<file path="src/hdl/tmr_pkg.sv">
// tmr_pkg: shared widths, codes and types for the multi-timer table.
// No dependencies; compiled first.
package tmr_pkg;

    localparam int MAX_TIMERS_DEF = 16;
    localparam int MAX_RESULTS    = 16;

    localparam int OP_W     = 3;
    localparam int DELAY_W  = 32;
    localparam int ID_W     = 4;
    localparam int NOW_W    = 48;
    localparam int DUE_W    = 49;
    localparam int STATUS_W = 2;
    localparam int COUNT_W  = 5;
    localparam int NRES_W   = $clog2(MAX_RESULTS + 1);

    typedef enum logic [OP_W-1:0] {
        OP_SET_ONESHOT  = 3'd0,
        OP_SET_PERIODIC = 3'd1,
        OP_CLEAR        = 3'd2,
        OP_UPDATE       = 3'd3,
        OP_COUNT        = 3'd4
    } t_op;

    typedef enum logic [STATUS_W-1:0] {
        ST_OK     = 2'd0,
        ST_FULL   = 2'd1,
        ST_BAD_ID = 2'd2
    } t_status;

    typedef enum logic [2:0] {
        S_IDLE,
        S_SET,
        S_CLR,
        S_UPD_RD,
        S_UPD_EV,
        S_UPD_FIN,
        S_CNT,
        S_BAD
    } t_state;

    typedef struct packed {
        logic               periodic;
        logic [DELAY_W-1:0] period;
        logic [DUE_W-1:0]   due;
    } t_slot;

    typedef struct packed {
        t_status            status;
        logic [ID_W-1:0]    new_id;
        logic               fired;
        logic [ID_W-1:0]    fired_id;
        logic [COUNT_W-1:0] active_count;
        logic               last;
    } t_result;

endpackage

</file>
<file path="src/hdl/tmr_if.sv">
// tmr_in_if / tmr_out_if: valid-ready channels for requests and results.
// Depends on tmr_pkg for field widths.
interface tmr_in_if;
    logic                         valid;
    logic                         ready;
    logic [tmr_pkg::OP_W-1:0]     op;
    logic [tmr_pkg::DELAY_W-1:0]  interval_ms;
    logic [tmr_pkg::ID_W-1:0]     clear_id;
    logic [tmr_pkg::NOW_W-1:0]    now_ms;

    modport source (output valid, op, interval_ms, clear_id, now_ms, input ready);
    modport sink   (input valid, op, interval_ms, clear_id, now_ms, output ready);
endinterface

interface tmr_out_if;
    logic                         valid;
    logic                         ready;
    logic [tmr_pkg::STATUS_W-1:0] status;
    logic [tmr_pkg::ID_W-1:0]     new_id;
    logic                         fired;
    logic [tmr_pkg::ID_W-1:0]     fired_id;
    logic [tmr_pkg::COUNT_W-1:0]  active_count;
    logic                         last;

    modport source (output valid, status, new_id, fired, fired_id, active_count, last,
                    input ready);
    modport sink   (input valid, status, new_id, fired, fired_id, active_count, last,
                    output ready);
endinterface

</file>
<file path="src/hdl/tmr_slot_mem.sv">
// tmr_slot_mem: per-slot storage (periodic flag, period, due time).
// One write port, one registered read port. Depends on tmr_pkg.
module tmr_slot_mem #(
    parameter int DEPTH = tmr_pkg::MAX_TIMERS_DEF,
    parameter int IW    = (DEPTH > 1) ? $clog2(DEPTH) : 1
) (
    input  logic            i_clk,
    input  logic            i_we,
    input  logic [IW-1:0]   i_waddr,
    input  tmr_pkg::t_slot  i_wdata,
    input  logic [IW-1:0]   i_raddr,
    output tmr_pkg::t_slot  o_rdata
);

    tmr_pkg::t_slot r_mem [DEPTH];
    tmr_pkg::t_slot r_rdata;

    always_ff @(posedge i_clk) begin
        if (i_we) begin
            r_mem[i_waddr] <= i_wdata;
        end
        r_rdata <= r_mem[i_raddr];
    end

    assign o_rdata = r_rdata;

endmodule

</file>
<file path="src/hdl/tmr_alu.sv">
// tmr_alu: shared 49-bit adder (now + interval) and due-time compare.
// Depends on tmr_pkg.
module tmr_alu (
    input  logic [tmr_pkg::NOW_W-1:0]   i_now,
    input  logic [tmr_pkg::DELAY_W-1:0] i_addend,
    input  logic [tmr_pkg::DUE_W-1:0]   i_cmp,
    output logic [tmr_pkg::DUE_W-1:0]   o_sum,
    output logic                        o_ge
);

    assign o_sum = tmr_pkg::DUE_W'(i_now) + tmr_pkg::DUE_W'(i_addend);
    assign o_ge  = (tmr_pkg::DUE_W'(i_now) >= i_cmp);

endmodule

</file>
<file path="src/hdl/multi_timer_table_unit.sv">
// multi_timer_table_unit: top level of the one-shot/periodic timer table.
// Depends on tmr_pkg, tmr_if, tmr_slot_mem, tmr_alu.
//
//  channel   | dir | interface          | transaction
//  ----------+-----+--------------------+-------------------------------------
//  i_in_ch   | in  | tmr_in_if.sink     | op, interval_ms, clear_id, now_ms
//  o_out_ch  | out | tmr_out_if.source  | status, new_id, fired, fired_id,
//            |     |                    | active_count, last
//
// Set, clear, unknown op: one result from S_SET, S_CLR or S_BAD. Count walks
// every allocated slot. Update: S_UPD_RD skips an inactive slot; an active
// slot also passes S_UPD_EV (slot memory read, then the shared add/compare).
// Input ready only in idle; a result in the output register does not block
// the next request. Output stalls hold an update walk only at a later fire.
// Reset is synchronous active low; it clears allocation and active flags.
module multi_timer_table_unit #(
    parameter int MAX_TIMERS = tmr_pkg::MAX_TIMERS_DEF
) (
    input  logic       i_clk,
    input  logic       i_rst_n,
    tmr_in_if.sink     i_in_ch,
    tmr_out_if.source  o_out_ch
);

    localparam int IW = (MAX_TIMERS > 1) ? $clog2(MAX_TIMERS) : 1;
    localparam int CW = $clog2(MAX_TIMERS + 1);

    tmr_pkg::t_state                r_state, n_state;
    logic [tmr_pkg::OP_W-1:0]       r_op;
    logic [tmr_pkg::DELAY_W-1:0]    r_delay;
    logic [tmr_pkg::ID_W-1:0]       r_tid;
    logic [tmr_pkg::NOW_W-1:0]      r_now;
    logic [CW-1:0]                  r_used;
    logic [MAX_TIMERS-1:0]          r_active;
    logic [CW-1:0]                  r_idx;
    logic [CW-1:0]                  r_cnt;
    logic [tmr_pkg::NRES_W-1:0]     r_nres;
    logic                           r_pend_v;
    logic [IW-1:0]                  r_pend_id;
    logic                           r_out_v;
    tmr_pkg::t_result               r_out;

    logic                           in_fire;
    logic                           out_free;
    logic [IW-1:0]                  idx;
    logic [IW-1:0]                  tid_idx;
    logic                           walk_more;
    logic                           res_room;
    logic                           tid_ok;
    logic                           full;

    logic                           push;
    tmr_pkg::t_result               push_res;
    logic                           mem_we;
    logic [IW-1:0]                  mem_waddr;
    tmr_pkg::t_slot                 mem_wdata;
    tmr_pkg::t_slot                 mem_rdata;
    logic                           act_set;
    logic                           act_clr;
    logic [IW-1:0]                  act_idx;
    logic                           used_inc;
    logic                           idx_inc;
    logic                           cnt_inc;
    logic                           pend_load;
    logic [tmr_pkg::DELAY_W-1:0]    alu_addend;
    logic [tmr_pkg::DUE_W-1:0]      alu_sum;
    logic                           alu_ge;

    assign i_in_ch.ready = (r_state == tmr_pkg::S_IDLE);
    assign in_fire       = i_in_ch.valid && i_in_ch.ready;
    assign out_free      = !r_out_v || o_out_ch.ready;
    assign idx           = r_idx[IW-1:0];
    assign tid_idx       = IW'(r_tid);
    assign walk_more     = (r_idx < r_used);
    assign res_room      = (32'(r_nres) < tmr_pkg::MAX_RESULTS);
    assign tid_ok        = (32'(r_tid) < 32'(r_used));
    assign full          = (32'(r_used) >= MAX_TIMERS);
    assign alu_addend    = (r_state == tmr_pkg::S_SET) ? r_delay : mem_rdata.period;

    tmr_slot_mem #(
        .DEPTH (MAX_TIMERS),
        .IW    (IW)
    ) u_mem (
        .i_clk   (i_clk),
        .i_we    (mem_we),
        .i_waddr (mem_waddr),
        .i_wdata (mem_wdata),
        .i_raddr (idx),
        .o_rdata (mem_rdata)
    );

    tmr_alu u_alu (
        .i_now    (r_now),
        .i_addend (alu_addend),
        .i_cmp    (mem_rdata.due),
        .o_sum    (alu_sum),
        .o_ge     (alu_ge)
    );

    always_comb begin
        n_state = r_state;
        unique case (r_state)
            tmr_pkg::S_IDLE: begin
                if (in_fire) begin
                    unique case (i_in_ch.op)
                        tmr_pkg::OP_SET_ONESHOT,
                        tmr_pkg::OP_SET_PERIODIC: n_state = tmr_pkg::S_SET;
                        tmr_pkg::OP_CLEAR:        n_state = tmr_pkg::S_CLR;
                        tmr_pkg::OP_UPDATE:       n_state = tmr_pkg::S_UPD_RD;
                        tmr_pkg::OP_COUNT:        n_state = tmr_pkg::S_CNT;
                        default:                  n_state = tmr_pkg::S_BAD;
                    endcase
                end
            end
            tmr_pkg::S_SET, tmr_pkg::S_CLR, tmr_pkg::S_BAD, tmr_pkg::S_UPD_FIN: begin
                if (out_free) begin
                    n_state = tmr_pkg::S_IDLE;
                end
            end
            tmr_pkg::S_UPD_RD: begin
                if (!walk_more || !res_room) begin
                    n_state = tmr_pkg::S_UPD_FIN;
                end else if (r_active[idx]) begin
                    n_state = tmr_pkg::S_UPD_EV;
                end
            end
            tmr_pkg::S_UPD_EV: begin
                if (!(alu_ge && r_pend_v && !out_free)) begin
                    n_state = tmr_pkg::S_UPD_RD;
                end
            end
            tmr_pkg::S_CNT: begin
                if (!walk_more && out_free) begin
                    n_state = tmr_pkg::S_IDLE;
                end
            end
            default: n_state = tmr_pkg::S_IDLE;
        endcase
    end

    always_comb begin
        push      = 1'b0;
        push_res  = '0;
        mem_we    = 1'b0;
        mem_waddr = idx;
        mem_wdata = mem_rdata;
        act_set   = 1'b0;
        act_clr   = 1'b0;
        act_idx   = idx;
        used_inc  = 1'b0;
        idx_inc   = 1'b0;
        cnt_inc   = 1'b0;
        pend_load = 1'b0;
        unique case (r_state)
            tmr_pkg::S_IDLE: ;
            tmr_pkg::S_SET: begin
                if (out_free) begin
                    push          = 1'b1;
                    push_res.last = 1'b1;
                    if (full) begin
                        push_res.status = tmr_pkg::ST_FULL;
                    end else begin
                        push_res.new_id    = tmr_pkg::ID_W'(r_used);
                        mem_we             = 1'b1;
                        mem_waddr          = r_used[IW-1:0];
                        mem_wdata.periodic = (r_op == tmr_pkg::OP_SET_PERIODIC);
                        mem_wdata.period   = r_delay;
                        mem_wdata.due      = alu_sum;
                        act_set            = 1'b1;
                        act_idx            = r_used[IW-1:0];
                        used_inc           = 1'b1;
                    end
                end
            end
            tmr_pkg::S_CLR: begin
                if (out_free) begin
                    push          = 1'b1;
                    push_res.last = 1'b1;
                    if (tid_ok) begin
                        act_clr = 1'b1;
                        act_idx = tid_idx;
                    end else begin
                        push_res.status = tmr_pkg::ST_BAD_ID;
                    end
                end
            end
            tmr_pkg::S_UPD_RD: begin
                if (walk_more && res_room && !r_active[idx]) begin
                    idx_inc = 1'b1;
                end
            end
            tmr_pkg::S_UPD_EV: begin
                if (!alu_ge) begin
                    idx_inc = 1'b1;
                end else if (!(r_pend_v && !out_free)) begin
                    if (r_pend_v) begin
                        push              = 1'b1;
                        push_res.fired    = 1'b1;
                        push_res.fired_id = tmr_pkg::ID_W'(r_pend_id);
                    end
                    pend_load = 1'b1;
                    idx_inc   = 1'b1;
                    if (mem_rdata.periodic) begin
                        mem_we        = 1'b1;
                        mem_wdata.due = alu_sum;
                    end else begin
                        act_clr = 1'b1;
                    end
                end
            end
            tmr_pkg::S_UPD_FIN: begin
                if (out_free) begin
                    push              = 1'b1;
                    push_res.last     = 1'b1;
                    push_res.fired    = r_pend_v;
                    push_res.fired_id = r_pend_v ? tmr_pkg::ID_W'(r_pend_id) : '0;
                end
            end
            tmr_pkg::S_CNT: begin
                if (walk_more) begin
                    idx_inc = 1'b1;
                    cnt_inc = r_active[idx];
                end else if (out_free) begin
                    push                  = 1'b1;
                    push_res.last         = 1'b1;
                    push_res.active_count = tmr_pkg::COUNT_W'(r_cnt);
                end
            end
            tmr_pkg::S_BAD: begin
                if (out_free) begin
                    push          = 1'b1;
                    push_res.last = 1'b1;
                end
            end
            default: ;
        endcase
    end

    always_ff @(posedge i_clk) begin
        if (!i_rst_n) begin
            r_state  <= tmr_pkg::S_IDLE;
            r_used   <= '0;
            r_active <= '0;
            r_nres   <= '0;
            r_pend_v <= 1'b0;
            r_out_v  <= 1'b0;
        end else begin
            r_state <= n_state;
            if (in_fire) begin
                r_op     <= i_in_ch.op;
                r_delay  <= i_in_ch.interval_ms;
                r_tid    <= i_in_ch.clear_id;
                r_now    <= i_in_ch.now_ms;
                r_idx    <= '0;
                r_cnt    <= '0;
                r_nres   <= '0;
                r_pend_v <= 1'b0;
            end else begin
                if (idx_inc) begin
                    r_idx <= r_idx + 1'b1;
                end
                if (cnt_inc) begin
                    r_cnt <= r_cnt + 1'b1;
                end
                if (pend_load) begin
                    r_pend_v  <= 1'b1;
                    r_pend_id <= idx;
                    r_nres    <= r_nres + 1'b1;
                end
            end
            if (used_inc) begin
                r_used <= r_used + 1'b1;
            end
            if (act_set) begin
                r_active[act_idx] <= 1'b1;
            end else if (act_clr) begin
                r_active[act_idx] <= 1'b0;
            end
            if (push) begin
                r_out_v <= 1'b1;
                r_out   <= push_res;
            end else if (o_out_ch.ready) begin
                r_out_v <= 1'b0;
            end
        end
    end

    assign o_out_ch.valid        = r_out_v;
    assign o_out_ch.status       = r_out.status;
    assign o_out_ch.new_id       = r_out.new_id;
    assign o_out_ch.fired        = r_out.fired;
    assign o_out_ch.fired_id     = r_out.fired_id;
    assign o_out_ch.active_count = r_out.active_count;
    assign o_out_ch.last         = r_out.last;

    a_used_bound: assert property (@(posedge i_clk) disable iff (!i_rst_n)
        32'(r_used) <= MAX_TIMERS)
        else $error("slot allocation beyond table size");

    a_active_alloc: assert property (@(posedge i_clk) disable iff (!i_rst_n)
        (r_active >> r_used) == '0)
        else $error("active flag on an unallocated slot");

    a_used_step: assert property (@(posedge i_clk) disable iff (!i_rst_n)
        ($past(i_rst_n) && r_used != $past(r_used)) |-> (r_used == $past(r_used) + 1'b1))
        else $error("allocation count moved by other than one");

    a_pend_scope: assert property (@(posedge i_clk) disable iff (!i_rst_n)
        (r_pend_v && r_state != tmr_pkg::S_IDLE) |->
            (r_state == tmr_pkg::S_UPD_RD || r_state == tmr_pkg::S_UPD_EV ||
             r_state == tmr_pkg::S_UPD_FIN))
        else $error("pending fire outside an update walk");

    a_nres_bound: assert property (@(posedge i_clk) disable iff (!i_rst_n)
        32'(r_nres) <= tmr_pkg::MAX_RESULTS)
        else $error("more fires than results per update");

endmodule
</file>
<file path="src/flat_wrapper.sv">
// flat-port wrapper written by rule: the top's interface ports become plain ports
module multi_timer_table_unit_flat 
#(
    parameter int MAX_TIMERS = tmr_pkg::MAX_TIMERS_DEF
)
  (i_clk, i_rst_n, i_in_ch_valid, i_in_ch_op, i_in_ch_interval_ms, i_in_ch_clear_id, i_in_ch_now_ms, i_in_ch_ready, o_out_ch_valid, o_out_ch_status, o_out_ch_new_id, o_out_ch_fired, o_out_ch_fired_id, o_out_ch_active_count, o_out_ch_last, o_out_ch_ready);
  tmr_in_if i_in_ch_i ();
  tmr_out_if o_out_ch_i ();
  input  logic i_clk;
  input  logic i_rst_n;
  input wire logic [$bits(i_in_ch_i.valid)-1:0] i_in_ch_valid;
  input wire logic [$bits(i_in_ch_i.op)-1:0] i_in_ch_op;
  input wire logic [$bits(i_in_ch_i.interval_ms)-1:0] i_in_ch_interval_ms;
  input wire logic [$bits(i_in_ch_i.clear_id)-1:0] i_in_ch_clear_id;
  input wire logic [$bits(i_in_ch_i.now_ms)-1:0] i_in_ch_now_ms;
  output wire logic [$bits(i_in_ch_i.ready)-1:0] i_in_ch_ready;
  output wire logic [$bits(o_out_ch_i.valid)-1:0] o_out_ch_valid;
  output wire logic [$bits(o_out_ch_i.status)-1:0] o_out_ch_status;
  output wire logic [$bits(o_out_ch_i.new_id)-1:0] o_out_ch_new_id;
  output wire logic [$bits(o_out_ch_i.fired)-1:0] o_out_ch_fired;
  output wire logic [$bits(o_out_ch_i.fired_id)-1:0] o_out_ch_fired_id;
  output wire logic [$bits(o_out_ch_i.active_count)-1:0] o_out_ch_active_count;
  output wire logic [$bits(o_out_ch_i.last)-1:0] o_out_ch_last;
  input wire logic [$bits(o_out_ch_i.ready)-1:0] o_out_ch_ready;
  assign i_in_ch_i.valid = i_in_ch_valid;
  assign i_in_ch_i.op = i_in_ch_op;
  assign i_in_ch_i.interval_ms = i_in_ch_interval_ms;
  assign i_in_ch_i.clear_id = i_in_ch_clear_id;
  assign i_in_ch_i.now_ms = i_in_ch_now_ms;
  assign i_in_ch_ready = i_in_ch_i.ready;
  assign o_out_ch_valid = o_out_ch_i.valid;
  assign o_out_ch_status = o_out_ch_i.status;
  assign o_out_ch_new_id = o_out_ch_i.new_id;
  assign o_out_ch_fired = o_out_ch_i.fired;
  assign o_out_ch_fired_id = o_out_ch_i.fired_id;
  assign o_out_ch_active_count = o_out_ch_i.active_count;
  assign o_out_ch_last = o_out_ch_i.last;
  assign o_out_ch_i.ready = o_out_ch_ready;
  multi_timer_table_unit #(.MAX_TIMERS(MAX_TIMERS)) u_core (.i_clk(i_clk), .i_rst_n(i_rst_n), .i_in_ch(i_in_ch_i), .o_out_ch(o_out_ch_i));
endmodule
</file>
<file path="config.mk">
export PLATFORM = sky130hd
export DESIGN_NAME = multi_timer_table_unit_flat
export DESIGN_NICKNAME = d
export VERILOG_FILES = /design/src/hdl/tmr_pkg.sv /design/src/hdl/tmr_if.sv /design/src/hdl/tmr_slot_mem.sv /design/src/hdl/tmr_alu.sv /design/src/hdl/multi_timer_table_unit.sv /design/src/flat_wrapper.sv
export SDC_FILE = /design/constraint.sdc
export NUM_CORES = 2
export LEC_CHECK = 0
export ABC_AREA = 1
export BUFFER_PORTS_ARGS = -buffer_cell sky130_fd_sc_hd__buf_2
export CAP_MARGIN = 25
export CORE_ASPECT_RATIO = 1.1
export CORE_MARGIN = 3
export CORE_UTILIZATION = 50
export DETAILED_ROUTE_END_ITERATION = 16
export HOLD_SLACK_MARGIN = 0.12
export PLACE_DENSITY_LB_ADDON = 0.15
export SETUP_SLACK_MARGIN = 0.1
export SYNTH_ARGS = -nofsm -noshare
export SYNTH_HDL_FRONTEND = slang
export SYNTH_HIERARCHICAL = 1
export SYNTH_SLANG_ARGS = --single-unit
</file>
<file path="constraint.sdc">
create_clock -name i_clk -period 7.1 [get_ports i_clk]
set_clock_uncertainty 0.05 [all_clocks]
set_input_delay 0.355 -clock i_clk [delete_from_list [all_inputs] [get_ports i_clk]]
set_output_delay 0.355 -clock i_clk [all_outputs]
set_load 0.05 [all_outputs]
</file>
# --- After elaboration in Yosys (flattened, before gate mapping) ---
# Memory sizes are Yosys's and may differ from the RTL's. A register that Yosys moved wholly into a read port is not among the register bits.
# Cells that the tools add are included.
totals:
  output_inout_bits: 19
  n_memories: 1
  ramBits: 1312
  wordCells: 167
  romBits: 0
  in_bits: 91
  ff_bits: 149
  latch_bits: 0
memory_table:
  columns: ["name", "depth", "width", "rd", "rd_clocked_by_memory_dff", "write_ports", "line_no", "rtl"]
  rows:
  - ["u_core.u_mem.r_mem", 16, 82, 1, 1, 1, "tmr_slot_mem.sv:15", "tmr_pkg::t_slot r_mem [DEPTH];"]
op_classes:
  bitwise_logic: 8
  add_sub_neg: 5
  n_div: 0
  n_eq_ne: 17
  multipliers: 0
  n_mux: 77
  magnitude_cmp: 8
  n_reduce_logical: 32
  shifts: 0
ops:
  columns: ["op", "count"]
  rows:
  - ["82-bit two-way mux", 2]
  - ["49-bit two-way mux", 3]
  - ["49-bit case mux with 2 select lines", 1]
  - ["48-bit by 32-bit adder with 49-bit output", 1]
  - ["48-bit by 49-bit >= comparator with 1-bit output", 1]
  - ["5-bit two-way mux", 7]
  - ["1-bit two-way mux", 33]
  - ["33-bit two-way mux", 1]
  - ["16-bit two-way mux", 2]
  - ["32-bit two-way mux", 1]
  - ["4-bit two-way mux", 7]
  - ["5-bit by 1-bit adder with 5-bit output (second input constant)", 4]
  - ["3-bit two-way mux", 6]
  - ["16-bit bitwise AND", 1]
  - ["16-bit NOT", 1]
  - ["16-bit bitwise OR", 1]
  - ["3-bit == test (second input constant)", 5]
  - ["3-bit case mux with 5 select lines", 1]
  - ["3-bit by 2-bit == test with 1-bit output (second input constant)", 4]
  - ["3-bit case mux with 4 select lines", 1]
  - ["4-bit by 5-bit < comparator with 1-bit output (second input constant)", 2]
  - ["5-bit case mux with 2 select lines", 1]
  - ["3-bit by 1-bit == test with 1-bit output (second input constant)", 3]
  - ["1-bit logical AND", 8]
  - ["26 further kinds", 50]

# --- Logic depth before layout (Yosys ltp) ---
depth:
  ltp_word: 12
  ltp_mapped: 21
  mapped_depth_nobuf: 20

# --- Hierarchy ---
# Netlist, hierarchy kept.
by_module_without_submodules:
  columns: ["module", "seq_area_each_um2", "instances", "cells_each", "area_per_inst_um2"]
  rows:
  - ["tmr_slot_mem", 41039.4, 1, 5386, 58069.4]
  - ["multi_timer_table_unit", 4164.0, 1, 749, 7449.6]
  - ["tmr_alu", 0.0, 1, 977, 4790.8]

# --- Worst setup path after synthesis ---
# No wires, ideal clock.
synth_path:
  kind: "reg2reg"
  startpoint: "register u_core/r_now[36] (netlist bit)"
  endpoint: "memory u_core/u_mem/r_mem[10][0] (netlist bit), enable pin"
  t_required_ns: 6.527
  synth_period_minus_slack_ns: 6.379
  arrival_ns: 5.805
  setup_time_ns: 0.523
  slack_ns: 0.721
  path_buffers: 1
  stages_incl_launch_ff: 17
  path_cell_list: "edfxtp_1 ha_1 nand2_1 nor2_1 nand2_1 nor2_1 nand3_1 o21ai_0 nor2_1 nand2_1 nand2_1 nor2_4 inv_2 o21ai_4 buf_6 nand3b_1 nor2_1"
synth_between:
  elab_chain_len: 5
synth_lines:
  columns: ["item", "line_no", "rtl"]
  rows:
  - ["from (decl)", "multi_timer_table_unit.sv:32", "logic [tmr_pkg::NOW_W-1:0] r_now;"]
  - ["from (signal assigned)", "multi_timer_table_unit.sv:253", "r_now <= i_in_ch.now_ms;"]
  - ["48-bit by 49-bit >= comparator with 1-bit output", "tmr_alu.sv:12", "assign o_ge = (tmr_pkg::DUE_W'(i_now) >= i_cmp);"]
  - ["net u_core.alu_ge", "multi_timer_table_unit.sv:67", "logic alu_ge;"]
  - ["1-bit two-way mux", "multi_timer_table_unit.sv:193", "if (!alu_ge) begin"]
  - ["1-bit case mux with 2 select lines", "multi_timer_table_unit.sv:154", "unique case (r_state)"]
  - ["net u_core.mem_we", "multi_timer_table_unit.sv:54", "logic mem_we;"]
  - ["1-bit two-way mux", "tmr_slot_mem.sv:19", "if (i_we) begin"]
  - ["1-bit two-way mux (implied by the code)", "tmr_slot_mem.sv:20", "r_mem[i_waddr] <= i_wdata;"]
  - ["to (decl)", "tmr_slot_mem.sv:15", null]
# The timed path passes the listed nets, and every way through them passes these cells.

==> flow_summary.toml <==
[sta]
fin_ws_ns = 1.74
rsz0062_at_grt = "false"
final_max_slew_viol_count = 0
setup_viol = 0
holdWs_ns = 0.213
slew_headroom = 0.228
setup_tns_ns = 0
fmax_mhz = 187
fin_crit_sh = 0.755
worst_pin_slew_ns = 1.16
min_period_ns = 5.36
hold_viol = 0

[synth]
ys.flop_type = "edfxtp_1"
avgSynthCellArea_um2 = 9.89
synthArstFlopShare = 0
synth_edf_count = 1430
syn_area_um2 = 70300
synth_fp_nets = 7296
syn_inst = 7112
ys_types = 55
ys_warn_count = 6
synth-seq-cells = 1543
yosysSeqAreaShare = 0.643

[final_layout]
final_nets = 7474
final_cell_area_um2 = 78600
areaGrowthSynthToFinish_pct = 11.7
drive_gt1_frac = 0.0791

[floorplan]
die_area_um2 = 145000
die_w_um = 364
fp.dieH_um = 399
row_count = 143
initial_core_util = 0.506
core_um2 = 139000
top_level_ports = 110

[cts]
htree_levels = 4
cts.path.max_buffers = 3
cts_root_buffer = "clkbuf_16"
path_clk_slew_ns = 0.06
cts_tree = "done"
cts_buffers = 161
clkLatencyLatePin_ns = 0.81
ctsResizeCount = 0
cts.sinks = 1543

[power_and_ir_drop]
combPwrFrac = 0.344
power_frac_seq = 0.401
p_sw_mw = 12.3
swShare = 0.377
p_leak_nw = 34.4
finalPower_mw = 32.7
power_density_nw_per_um2 = 417
p_int_mw = 20.4
clkPwrFrac = 0.255
peakVddDrop_mv = 0.330

[min_path]
hold_path_class = "in -> reg"

[critical_path]
crit_arrival_ns = 5.86
r2r_slack_ns = 1.74
required_ns = 7.60
crit_path_end_kind = "flip-flop"
cp_max_fo = 40
crit_path_start_kind = "flip-flop"
critPathKind = "reg -> reg"

[drt]
drt_iter0_markers = 4609
drcViolationCount = 0
viasPerCell = 5.31
dr.pass1.iters = 8
num_vias = 49103
wl_per_cell_um = 21.2
drt.antenna.violating_nets = 0
routed_wl_um = 196000

[placed_design]
dpl.hpwl_um = 113000
place_ws_ns = 1.88
dpl_cell_area_um2 = 72400
io_buffers = 109
place_congestion = 0.944

[global_routing]
grt_first_pass_wirelength_um = 294000
grt_start_max_net_pins = 187
antenna_found_initial = 13
grt-ovfl-total = 0
grt_usage = 0.271
grt_pass1_vias = 46724

[flow_run]
cap_violations = 0

[status]
status = "complete, no violations"
worst max-delay path: stages (launching register included):
cell and delay, ns:
dfxtp_1 0.37, inv_2 0.08, nor2_4 0.13, nand2_2 0.39, buf_4 0.45, o21ai_0 0.83, ha_1 0.48, inv_1 0.09
fa_1 0.43, inv_1 0.13, nand2_1 0.08, nand2_1 0.08, nand3b_1 0.07, nand2_1 0.15, nand2_1 0.07, nand2_1 0.18
nand3_1 0.25, a21oi_1 0.30, mux2_2 0.44
sequential cells by signal, indices dropped and copies added (netlist names), 2 cells and up, named ones only:
signal	cells
u_core/o_out_ch.new_id	4
u_core/u_mem/r_mem	1312
u_core/o_out_ch.fired_id	4
u_core/o_out_ch.active_count	5
u_core/r_now	48
u_core/u_mem/o_rdata	82
u_core/r_pend_id	4
u_core/r_delay	32
u_core/r_tid	4
u_core/r_op	3
u_core/r_nres	5
u_core/r_idx	5
u_core/r_used	5
u_core/o_out_ch.status	2
u_core/r_cnt	5
u_core/r_state	3
path summary, 6_finish.rpt:
path,depth (start not counted),end,start
max,18,u_core/u_mem/r_mem[5][48],u_core/r_state[0]
min,2,u_core/r_delay[18],i_in_ch_interval_ms[18]
max reg2reg,18,u_core/u_mem/r_mem[5][48],u_core/r_state[0]
min reg2reg,2,u_core/r_used[4],u_core/r_used[3]
cells by family after synthesis:
logic type	count (synthesis)	synth area share
buffers and inverters	1622	0.0987
DFF	1543	0.643
and+or+nand+nor	3589	0.216
muxes	49	0.00785
AOI/OAI and AO/OA	189	0.0144
xor gates and xnor gates	27	0.00336
adders and majority gates	93	0.0167
cell usage after synthesis (2+ instances only):
master,count,area share
clkbuf_1,49,0.0026
xor2_1,25,0.0031
nor2_8,3,0.00085
nor2_2,20,0.0018
nand4_1,25,0.0022
mux2_1,18,0.0029
o21ai_0,95,0.0068
buf_4,13,0.0014
nand2_2,5,0.00044
nor2_4,4,0.00064
a21oi_1,75,0.0053
nand2_4,5,0.00080
nand3_1,1081,0.077
o21bai_1,4,0.00043
dfxtp_1,113,0.032
nor2_1,163,0.0087
o21ai_4,2,0.00046
inv_1,1304,0.070
mux2_2,31,0.0050
buf_1,25,0.0013
nor3_1,9,0.00064
nand3b_1,4,0.00043
o21a_1,2,0.00021
and3_1,3,0.00027
or2_2,5,0.00044
xnor2_1,2,0.00025
buf_6,83,0.013
edfxtp_1,1430,0.61
inv_2,16,0.00085
o21ai_2,2,0.00025
ha_1,92,0.016
buf_2,129,0.0092
nand2_1,2252,0.12
and2_1,2,0.00018
routing by layer:
metal  GRT usage  part of all wire
met1       0.370              0.43
met2       0.443              0.47
met3      0.0446             0.067
met4      0.0881             0.030
met5           0           0.00033
per-stage QoR:
| stage | utilization | std cells |
|---|---|---|
| 3_3_place_gp | 0.521 | 8837 |
| 5_1_grt | 0.566 | 9237 |
| 3_5_place_dp | 0.521 | 8844 |
| 2_1_floorplan | - | 7112 |
| 6_report | 0.566 | 9240 |
| 4_1_cts | 0.565 | 9232 |
cell usage in the layout, fill, tap and decap left out, types with 11 or more instances in the layout:
cell type,netlist,final
clkbuf_16,0,164
nand2_1,2252,2251
nand3_1,1081,1081
a21oi_1,75,75
nor2_2,20,20
dfxtp_1,113,113
mux2_1,18,18
nand4_1,25,25
inv_1,1304,1303
edfxtp_1,1430,1430
inv_6,0,11
mux2_2,31,31
inv_2,16,14
nor2_1,163,146
nor2_4,4,21
xor2_1,25,25
buf_12,0,16
o21ai_0,95,84
ha_1,92,92
clkinv_1,0,21
clkbuf_8,0,18
buf_4,13,95
clkbuf_1,49,34
o21ai_1,0,11
clkinv_2,0,28
dlygate4sd3_1,0,91
buf_2,129,110
power by group through the flow:
stage / clock network [mW] / registers (mW) / logic, mW
2_1_floorplan: 0 / 13.4 / 7.06
3_3_place_gp: 0 / 13.3 / 11.0
3_5_place_dp: 0 / 13.3 / 11.1
4_1_cts: 8.49 / 13.1 / 11.2
5_1_grt: 8.85 / 13.2 / 12.4
6_report: 8.35 / 13.1 / 11.3
repair_timing:
action | in CTS | in global routing
buffers inserted | 0 | 0
hold buffers | 91 | 0
endpoints found under the hold margin | 114 | 0
final cells by class:
| cell class | count | area [µm²] |
|---|---|---|
| diodes | 4 | 10.0 |
| inverters | 1322 | 5010 |
| fillers | 11894 | 60300 |
| repair buffers | 315 | 2540 |
| multi-input cells | 3947 | 18300 |
| well taps | 1812 | 2270 |
| flip-flops and latches | 1543 | 45200 |
| clock inverters | 81 | 744 |
| clock buffers | 216 | 4480 |
Note: power is estimated with default switching activity, not from simulation.
